`config.mk`:
```
export PLATFORM = sky130hd
export DESIGN_NAME = tcc_ctrl
export DESIGN_NICKNAME = d
export VERILOG_FILES = /design/src/hdl/tcc_pkg.sv /design/src/hdl/tcc_ctrl.sv
export VERILOG_INCLUDE_DIRS = /design/src /design/src/hdl
export SDC_FILE = /design/constraint.sdc
export NUM_CORES = 1
export LEC_CHECK = 0
export ABC_AREA = 1
export BUFFER_PORTS_ARGS = -buffer_cell sky130_fd_sc_hd__buf_2
export CORE_AREA = 2 2 39 41
export DETAILED_ROUTE_END_ITERATION = 8
export DIE_AREA = 0 0 41 43
export PLACE_DENSITY_LB_ADDON = 0.25
export SYNTH_ARGS = -nofsm -noshare
export SYNTH_HDL_FRONTEND = slang
export SYNTH_SLANG_ARGS = --single-unit
```
`constraint.sdc`:
```
create_clock -name clk_i -period 1.34 [get_ports clk_i]
set_input_delay 0.067 -clock clk_i [delete_from_list [all_inputs] [get_ports clk_i]]
set_output_delay 0.067 -clock clk_i [all_outputs]
set_load 0.02 [all_outputs]
```
`src/hdl/assert_macros.svh`:
```
// Assertion macros shared by the console engine RTL.
// No dependencies; included by the modules that carry assertions.
`ifndef ASSERT_MACROS_SVH
`define ASSERT_MACROS_SVH

// Check on every clock edge, reset included.
`define TCC_ASSERT(lbl, clk, prop, msg) \
  lbl: assert property (@(posedge clk) prop) else $error(msg);

// Check outside reset only.
`define TCC_ASSERT_RST(lbl, clk, rstn, prop, msg) \
  lbl: assert property (@(posedge clk) disable iff (!rstn) prop) \
    else $error(msg);

`endif

```
`src/hdl/tcc_pkg.sv`:
```
// Types and constants of the text console engine.
// No dependencies; used by tcc_ctrl, tcc_dp and the top module.
package tcc_pkg;

  localparam int ROW_OUT_W = 5;
  localparam int COL_OUT_W = 7;
  localparam int POS_OUT_W = 11;
  localparam int CELL_W    = 16;
  localparam int APB_AW    = 3;
  localparam int APB_DW    = 32;

  localparam logic [1:0] FUNC_PUT   = 2'd0;
  localparam logic [1:0] FUNC_CLEAR = 2'd1;
  localparam logic [1:0] FUNC_READ  = 2'd2;

  localparam logic [7:0] CH_NL      = 8'd10;
  localparam logic [7:0] CH_CR      = 8'd13;
  localparam logic [7:0] CH_BS      = 8'd8;
  localparam logic [7:0] CH_SPACE   = 8'd32;
  localparam logic [7:0] RESET_ATTR = 8'h07;

  // register index as seen in address bit 2
  localparam logic REG_COLOR_ATTR = 1'b0;

  typedef struct packed {
    logic [1:0]  func;
    logic [7:0]  char_code;
    logic [10:0] read_pos;
  } tcc_in_t;

  typedef struct packed {
    logic [ROW_OUT_W-1:0] cursor_row;
    logic [COL_OUT_W-1:0] cursor_col;
    logic [POS_OUT_W-1:0] cursor_pos;
    logic [CELL_W-1:0]    read_cell;
    logic                 scrolled;
  } tcc_out_t;

  typedef enum logic [2:0] {
    ST_SWEEP,
    ST_DRAIN,
    ST_IDLE,
    ST_EXEC,
    ST_RDWAIT,
    ST_DONE
  } tcc_state_e;

  typedef enum logic [1:0] {
    SW_INIT,
    SW_FILL,
    SW_SCROLL
  } tcc_sweep_e;

  // controller to datapath
  typedef struct packed {
    logic load;
    logic exec;
    logic sweep;
    logic rd_capture;
    logic emit;
  } tcc_cmd_t;

  // datapath to controller
  typedef struct packed {
    logic start_sweep;
    logic is_read;
    logic sweep_last;
    logic init_mode;
  } tcc_stat_t;

endpackage

```
`src/hdl/tcc_ctrl.sv`:
```
// Sequencing state machine of the console engine.
// Depends on tcc_pkg and assert_macros.svh; drives the datapath commands.
`include "assert_macros.svh"

module tcc_ctrl
  import tcc_pkg::*;
(
  input  logic      clk_i,
  input  logic      rst_ni,
  input  logic      cmd_valid_i,
  output logic      cmd_ready_o,
  output logic      rsp_valid_o,
  input  logic      rsp_ready_i,
  input  tcc_stat_t stat_i,
  output tcc_cmd_t  ctl_o
);

  tcc_state_e state_q, state_d;
  logic       rsp_valid_q;

  always_ff @(posedge clk_i or negedge rst_ni) begin
    if (!rst_ni) begin
      state_q <= ST_SWEEP;
    end else begin
      state_q <= state_d;
    end
  end

  always_comb begin
    state_d     = state_q;
    ctl_o       = '0;
    cmd_ready_o = 1'b0;
    case (state_q)
      ST_SWEEP: begin
        ctl_o.sweep = 1'b1;
        if (stat_i.sweep_last) begin
          state_d = ST_DRAIN;
        end
      end
      ST_DRAIN: begin
        // last sweep write lands here
        state_d = stat_i.init_mode ? ST_IDLE : ST_DONE;
      end
      ST_IDLE: begin
        cmd_ready_o = 1'b1;
        if (cmd_valid_i) begin
          ctl_o.load = 1'b1;
          state_d    = ST_EXEC;
        end
      end
      ST_EXEC: begin
        ctl_o.exec = 1'b1;
        if (stat_i.start_sweep) begin
          state_d = ST_SWEEP;
        end else if (stat_i.is_read) begin
          state_d = ST_RDWAIT;
        end else begin
          state_d = ST_DONE;
        end
      end
      ST_RDWAIT: begin
        ctl_o.rd_capture = 1'b1;
        state_d          = ST_DONE;
      end
      ST_DONE: begin
        // hold until the output register is free
        if (!rsp_valid_q || rsp_ready_i) begin
          ctl_o.emit = 1'b1;
          state_d    = ST_IDLE;
        end
      end
      default: begin
        state_d = ST_IDLE;
      end
    endcase
  end

  always_ff @(posedge clk_i or negedge rst_ni) begin
    if (!rst_ni) begin
      rsp_valid_q <= 1'b0;
    end else if (ctl_o.emit) begin
      rsp_valid_q <= 1'b1;
    end else if (rsp_ready_i) begin
      rsp_valid_q <= 1'b0;
    end
  end

  assign rsp_valid_o = rsp_valid_q;

  `TCC_ASSERT_RST(a_emit_slot_free, clk_i, rst_ni,
    ctl_o.emit |-> (!rsp_valid_q || rsp_ready_i), "result overwrites a pending one")
  `TCC_ASSERT_RST(a_read_waits, clk_i, rst_ni,
    (state_q == ST_EXEC && stat_i.is_read && !stat_i.start_sweep) |=> ctl_o.rd_capture,
    "read data not captured after issue")

endmodule

```
==> impl_metrics.json, run 1 <==
{
  "syn2layout_area_growth_pct": 42.6,
  "regToRegSetupSlack_ns": 0.23,
  "wl_per_cell_um": 7.78,
  "grt.total_usage_pct": 11.0,
  "fill_cells": 167,
  "drc_errors": 0,
  "crit_arrival_ns": 1.18,
  "grt_pass1_vias": 297,
  "final_layout_size_suffix_gt1_share_pct": 37.9,
  "htreeDepth": 1,
  "hold_violations": 0,
  "synth_compound_area_share_pct": 3.40,
  "antenna_found_initial": 0,
  "synth_nets": 56,
  "cp.required_ns": 1.27,
  "finalNetCount": 76,
  "synth-simple-area-share_pct": 44.7,
  "grt.met1_usage_pct": 12.0,
  "num_rows": 14,
  "ff_latch_area_um2": 100,
  "maxSlewViolCount": 0,
  "start_util_pct": 21.2,
  "num_vias": 324,
  "io_pins": 15,
  "multi_input_area_um2": 144,
  "p_leak_nw": 0.272,
  "grt-ovfl-total": 0,
  "synthDistinctLibCells": 10,
  "r2r-end": "state_q[0]",
  "worstSetupPathDepth": 4,
  "ys_ff_latch": 4,
  "crit_end": "ctl_o[4]",
  "crit_fanout": 6,
  "dieArea_mm2": 0.00176,
  "worstPathCellList": "inv_2 > nand3_2 > nor2_1 > buf_2",
  "synth.avg_cell_area_um2": 6.13,
  "grt_max_degree": 7,
  "fin_crit_ns": 1.25,
  "cpPeakStageDelay_ns": 0.44,
  "wirelength_um": 638,
  "status": "finished, final reports clean",
  "hold_path.class": "in -> reg",
  "tritoncts": "yes",
  "regToRegStartpoint": "state_q[2]",
  "max_slew_margin_pct": 84.9,
  "fp.dieH_um": 43,
  "min_from": "cmd_valid_i",
  "finalSetupTns_ns": 0,
  "vdd_drop_max_mv": 0.847,
  "p_per_area_mw_per_mm2": 2110,
  "clock_path_buffers": 2,
  "synth_xor_area_share_pct": 0,
  "n_antenna_cell": 0,
  "cts.clk_slew.worst_paths_ns": 0.04,
  "gr-usage-met3_pct": 4.71,
  "fin_hold_ws_ns": 0.0961,
  "seq_area_frac_synth_pct": 34.0,
  "yosysWarningCount": 0,
  "grt_pass1_wl_um": 1190,
  "fmax_ghz": 0.799,
  "clkSinkCount": 4,
  "ant_nets": 0,
  "tightestPinTransition_ns": 0.226,
  "cts-root-buf": "clkbuf_4",
  "drt_iter0_markers": 1,
  "ff2ff_path_depth": 6,
  "crit_type": "reg -> out",
  "cp-start-kind": "flop",
  "critPathTopFamily": "flip-flops",
  "finalSetupViolCount": 0,
  "layout_common_cells": "14 x buf_2, 12 x inv_1, 9 x nand2_1, 8 x nand3_1",
  "insertion_delay_ns": 0.23,
  "synth.mux.area_fraction_pct": 0,
  "syn-instance-count": 48,
  "dr.pass1.iters": 2,
  "fin_skew_ns": 0.00466,
  "core_mm2": 0.00138,
  "netlist_area_um2": 294,
  "viasPerCell": 3.95,
  "end_kind": "primary output",
  "grt_setup_unrepaired": "no",
  "top_usage_layer": "met2",
  "grtUsageMet2_pct": 14.1,
  "crit_start": "state_q[2]",
  "portBuffers": 14,
  "drv_cap": 0,
  "dp_hpwl_um": 534,
  "synth_adder_area_share_pct": 0,
  "layout_commonest_cell": "buf_2",
  "crit_slowest_cell": "dfrtp_1",
  "synth_top_family_by_area": "simple AND/OR/NAND/NOR gates",
  "final.period_utilization_pct": 93.4,
  "die_w_um": 41,
  "gp_congestion": 0.706,
  "cts_made_buffers": 3,
  "path_buf_inv": 2,
  "post_cts_buffers": 0
}
-- flip-flops by register name (all words and copies together) (netlist names) --
signal	count
rsp_valid_o	1
state_q	3
-- per-stage QoR --
stage	setup slack (ns)	total power [mW]	util, %	instances	area (µm²)
after global placement	0.248	0.728	27.8	78	384
after floorplan	0.0622	0.594	-	48	294
after global routing	0.00433	0.993	30.3	82	419
final	0.0884	0.884	30.3	82	419
after CTS	0.0739	0.889	30.1	82	417
after detailed placement	0.225	0.735	27.8	78	384
-- area by class of cell --
type | instances | area share [%]
Clock buffer | 3 | 5.37
Timing Repair Buffer | 15 | 19.1
Multi-Input combinational cell | 30 | 34.3
Sequential cell | 4 | 23.9
Inverter | 14 | 12.5
Tap cell | 16 | 4.78
-- timing repair --
action                     CTS  global route
resized for setup            0             1
setup endpoints to repair    0             1
hold buffers                 1             0
hold endpoints to repair     4             0
-- cells in the mapped netlist --
cell	number	area, µm²
nand3_1	8	40.0
nor2_2	4	25.0
nand3_2	1	10.0
inv_1	12	45.0
inv_2	2	7.51
o21ai_0	1	5.00
nand2_1	9	33.8
nor2_1	6	22.5
a21oi_1	1	5.00
dfrtp_1	4	100
-- metal layers --
metal  share of wire [%]  up-vias  wire (µm)
li1                    -      178          -
met1                  42      133        266
met2                  48       11        306
met3                 6.0        2         38
met4                 3.9        0         25
met5                   0        -          0
-- how the worst min path moves through the flow --
stage / slack, ns / to / cells past startpoint
finish: 0.1 / state_q[1] / 4
global route: 0.12 / state_q[1] / 4
CTS: 0.09 / state_q[1] / 4
detailed placement: -0.12 / rsp_valid_o / 1
global placement: -0.12 / state_q[2] / 1
floorplan: -0.23 / rsp_valid_o / 0
-- tightest hold or removal path, cell delays in order --
cell	delay [ns]
buf_2	0.09
nor2_2	0.04
inv_1	0.04
nand2_1	0.04
-- kinds of logic after synthesis --
| logic type | Yosys count |
|---|---|
| DFF | 4 |
| AOI/OAI and AO/OA | 2 |
| and+or+nand+nor | 28 |
| buffers and inverters | 14 |
-- report_power, final --
group	internal, mW	leakage, nW	total, mW	switching [mW]
Sequential	0.179	0.0507	0.247	0.0683
Clock	0.100	0.0138	0.148	0.0477
Combinational	0.172	0.208	0.488	0.317
Total	0.451	0.272	0.884	0.433
Power figures use the tool's default switching activity.
==> inputs of run 2 (changes only) <==
--- a/constraint.sdc
+++ b/constraint.sdc
@@ -3,2 +3,2 @@
 set_output_delay 0.067 -clock clk_i [all_outputs]
-set_load 0.02 [all_outputs]
+set_load 0.1 [all_outputs]
==> impl_metrics.json, run 2 (synthesis gave the netlist of run 1 again) <==
{
  "finalSetupTns_ns": 0,
  "cts_made_buffers": 3,
  "crit_fanout": 4,
  "crit_type": "reg -> out",
  "cp.required_ns": 1.27,
  "max_slew_margin_pct": 68.0,
  "grt_pass1_wl_um": 1010,
  "clock_path_buffers": 2,
  "clkSinkCount": 4,
  "drc_errors": 0,
  "antenna_found_initial": 0,
  "cts.clk_slew.worst_paths_ns": 0.04,
  "die_w_um": 41,
  "crit_arrival_ns": 1.22,
  "postPlaceCellArea_um2": 510,
  "fp.dieH_um": 43,
  "io_pins": 15,
  "fin_skew_ns": 0.00490,
  "grt_setup_unrepaired": "yes",
  "dp_hpwl_um": 545,
  "hold_path.class": "in -> reg",
  "wl_per_cell_um": 7.05,
  "viasPerCell": 3.99,
  "wirelength_um": 592,
  "fin_crit_ns": 1.29,
  "syn2layout_area_growth_pct": 88.1,
  "drt_iter0_markers": 0,
  "post_cts_buffers": 0,
  "fmax_ghz": 0.774,
  "layout_commonest_cell": "inv_1",
  "num_rows": 14,
  "stdcell_area_um2": 553,
  "core_mm2": 0.00138,
  "wl_met2_um": 308,
  "htreeDepth": 1,
  "met3_wirelength_um": 41,
  "tritoncts": "yes",
  "hold_violations": 0,
  "largest_reg_flops": 3,
  "drv_cap": 0,
  "gp_congestion": 0.726,
  "tightestPinTransition_ns": 0.483,
  "cp-start-kind": "flop",
  "end_kind": "primary output",
  "grt_pass1_vias": 283,
  "top_register": "state_q",
  "cts-root-buf": "clkbuf_4",
  "dr.pass1.iters": 1,
  "n_antenna_cell": 0,
  "maxSlewViolCount": 0,
  "final_layout_size_suffix_gt1_share_pct": 45.6,
  "ant_nets": 0,
  "grt.total_usage_pct": 8.75,
  "finalSetupViolCount": 0,
  "num_vias": 335,
  "finalNetCount": 77,
  "grt-ovfl-total": 0,
  "grt_max_degree": 6,
  "portBuffers": 14,
  "insertion_delay_ns": 0.23,
  "dieArea_mm2": 0.00176,
  "final.period_utilization_pct": 96.4,
  "status": "finished, final reports clean",
  "routed.top_layer": "met3",
  "start_util_pct": 21.2,
  "layout_common_cells": "12 x inv_1, 9 x nand2_1, 8 x buf_2, 7 x nand3_1, 6 x buf_12",
  "wl_met1_um": 242
}
[run 2: changes by cell type in the layout (fill, tap and decap cells not counted), sizes merged]
cell | before | now
buf | 14 | 15
clkbuf | 3 | 4
[run 2: per-stage QoR]
stage | util [%] | std cells | hold WS [ns] | setup WS [ns]
floorplan | - | 48 | -0.229 | -0.166
global placement | 36.9 | 79 | -0.122 | 0.204
detailed placement | 36.9 | 79 | -0.124 | 0.170
CTS | 39.6 | 84 | 0.0987 | 0.0242
global route | 40.0 | 84 | 0.135 | -0.0156
finish | 40.0 | 84 | 0.0974 | 0.0487
[run 2: area by class of cell]
class / instances / area, µm²
Fill cell: 149 / 831
Sequential cell: 4 / 103
Clock buffer: 4 / 26.3
Timing Repair Buffer: 16 / 178
Multi-Input combinational cell: 30 / 174
Inverter: 14 / 52.6
Tap cell: 16 / 20.0
[run 2: path summary, 6_finish.rpt]
path                              from           to  slack, ns  cells after the start
max                         state_q[2]     ctl_o[4]       0.05                      4
min                        cmd_valid_i   state_q[1]        0.1                      4
max reg2reg                 state_q[2]   state_q[1]       0.23                      6
min reg2reg                rsp_valid_o  rsp_valid_o       0.54                      2
max in group asynchronous       rst_ni  rsp_valid_o       1.05                      2
min in group asynchronous       rst_ni   state_q[2]       0.16                      2
[run 2: repair_timing]
| item | CTS | global route |
|---|---|---|
| hold buffers | 1 | 0 |
| resized for setup | 1 | 1 |
| setup endpoints to repair | 1 | 3 |
| hold endpoints to repair | 4 | 0 |
[run 2: critical path, cell delays in order, from the launching register on]
cell,delay (ns)
dfrtp_2,0.45
inv_2,0.09
nand3_2,0.14
nor2_4,0.13
buf_12,0.18
[run 2: metal layers]
layer | global-route usage [%] | up-vias
met3 | 4.71 | 0
met2 | 12.8 | 10
met1 | 9.06 | 142
li1 | - | 183
met5 | 0 | -
met4 | 6.00 | 0
Power of run 2 is not shown: default switching activity piles up to over one toggle a cycle in this logic, so the estimate is an artifact.
==> inputs of run 3 (changes only) <==
- RECOVER_POWER: default -> 100
- SETUP_SLACK_MARGIN: default -> 0.3
==> impl_metrics.json, run 3 (synthesis gave the netlist of run 1 again) <==
{
  "status": "finished, final reports clean",
  "critPathTopFamily": "flip-flops",
  "die_w_um": 41,
  "cp.required_ns": 1.27,
  "finalNetCount": 87,
  "wl_per_cell_um": 9.51,
  "cts_made_buffers": 3,
  "dp_hpwl_um": 590,
  "io_pins": 15,
  "top_register": "state_q",
  "syn2layout_area_growth_pct": 120,
  "grtUsageMet2_pct": 19.7,
  "num_rows": 14,
  "insertion_delay_ns": 0.25,
  "n_antenna_cell": 0,
  "cpPeakStageDelay_ns": 0.44,
  "clkSinkCount": 4,
  "final_layout_size_suffix_gt1_share_pct": 65.4,
  "fill_cells": 142,
  "tightestPinTransition_ns": 0.539,
  "grt.met1_usage_pct": 12.7,
  "crit_arrival_ns": 1.23,
  "layout_common_cells": "8 x buf_4, 7 x nor2_4, 7 x inv_2, 7 x nand2_1, 7 x nand3_1",
  "clock_path_buffers": 2,
  "num_vias": 397,
  "maxSlewViolCount": 0,
  "drt_iter0_markers": 3,
  "crit_type": "reg -> out",
  "fp.dieH_um": 43,
  "ant_nets": 0,
  "cts.clk_slew.worst_paths_ns": 0.04,
  "finalSetupViolCount": 0,
  "layout_commonest_cell": "buf_4",
  "path_buf_inv": 2,
  "fmax_ghz": 0.771,
  "htreeDepth": 1,
  "largest_reg_flops": 3,
  "fin_skew_ns": 0.00414,
  "final.period_utilization_pct": 96.8,
  "antenna_found_initial": 0,
  "grt.total_usage_pct": 12.4,
  "viasPerCell": 4.22,
  "start_util_pct": 21.2,
  "fin_crit_ns": 1.30,
  "cp-start-kind": "flop",
  "wirelength_um": 894,
  "gr-usage-met3_pct": 3.14,
  "grt_setup_unrepaired": "yes",
  "crit_slowest_cell": "dfrtp_2",
  "grt_pass1_vias": 406,
  "grt_max_degree": 6,
  "portBuffers": 14,
  "top_usage_layer": "met2",
  "worstPathCellList": "buf_6 > nand3_4 > nor2_4 > buf_8",
  "dieArea_mm2": 0.00176,
  "grt-ovfl-total": 0,
  "drc_errors": 0,
  "crit_fanout": 5,
  "tritoncts": "yes",
  "drv_cap": 0,
  "hold_violations": 0,
  "place_ws_ns": 0.180,
  "gp_congestion": 0.749,
  "core_mm2": 0.00138,
  "hold_path.class": "in -> reg",
  "dr.pass1.iters": 4,
  "grt_pass1_wl_um": 1450,
  "final.setup.worst_slack_ns": 0.0427,
  "end_kind": "primary output",
  "max_slew_margin_pct": 64.2,
  "cts-root-buf": "clkbuf_4"
}
-- run 3: cell types whose count changed in the layout (fill, tap and decap cells not counted), sizes merged --
cell      change
buf           +8
clkinvlp      +1
clkbuf        +2
inv           -1
-- run 3: repair_timing --
item	4_1_cts	5_1_grt
resized for setup	10	13
buffers inserted	6	4
hold endpoints to repair	4	0
pin swaps	5	6
hold buffers	1	0
setup endpoints to repair	10	9
-- run 3: area by class of cell --
cell class / instances / area (µm²) / area share, %
clock buffer: 4 / 26.3 / 4.06
multi-input combinational: 30 / 213 / 32.9
timing repair buffer: 26 / 226 / 35.0
sequential: 4 / 105 / 16.2
inverter: 14 / 56.3 / 8.70
tap: 16 / 20.0 / 3.09
-- run 3: metal layers --
metal | part of all wire (%) | vias up
met3 | 3.9 | 3
met1 | 38 | 181
li1 | - | 204
met2 | 56 | 9
met5 | 0 | -
met4 | 2.3 | 0
-- run 3: worst register-to-register path, delay by kind of cell (launching register included) --
family | cells | cell delay, ns
buffers and inverters | 2 | 0.29
flip-flops | 1 | 0.45
AND/OR/NAND/NOR | 5 | 0.39
-- run 3: path summary, 6_finish.rpt --
path / startpoint / endpoint / slack, ns / depth (start not counted)
setup / recovery: state_q[1] / ctl_o[4] / 0.04 / 4
hold / removal: cmd_valid_i / state_q[1] / 0.08 / 4
setup reg to reg: state_q[2] / state_q[0] / 0.15 / 7
hold reg to reg: rsp_valid_o / rsp_valid_o / 0.58 / 2
max in group asynchronous: rst_ni / state_q[0] / 0.94 / 2
min in group asynchronous: rst_ni / state_q[2] / 0.18 / 2
-- run 3: through the flow --
step / instance area (µm²) / util [%] / hold slack [ns] / setup TNS [ns] / cells
2_1_floorplan: 327 / - / -0.229 / -0.549 / 48
3_3_place_gp: 514 / 37.2 / -0.122 / 0 / 79
3_5_place_dp: 514 / 37.2 / -0.121 / 0 / 79
4_1_cts: 626 / 45.2 / 0.0821 / 0 / 90
5_1_grt: 647 / 46.7 / 0.116 / 0 / 94
6_report: 647 / 46.7 / 0.0797 / 0 / 94
Power of run 3 is left out for the same reason.
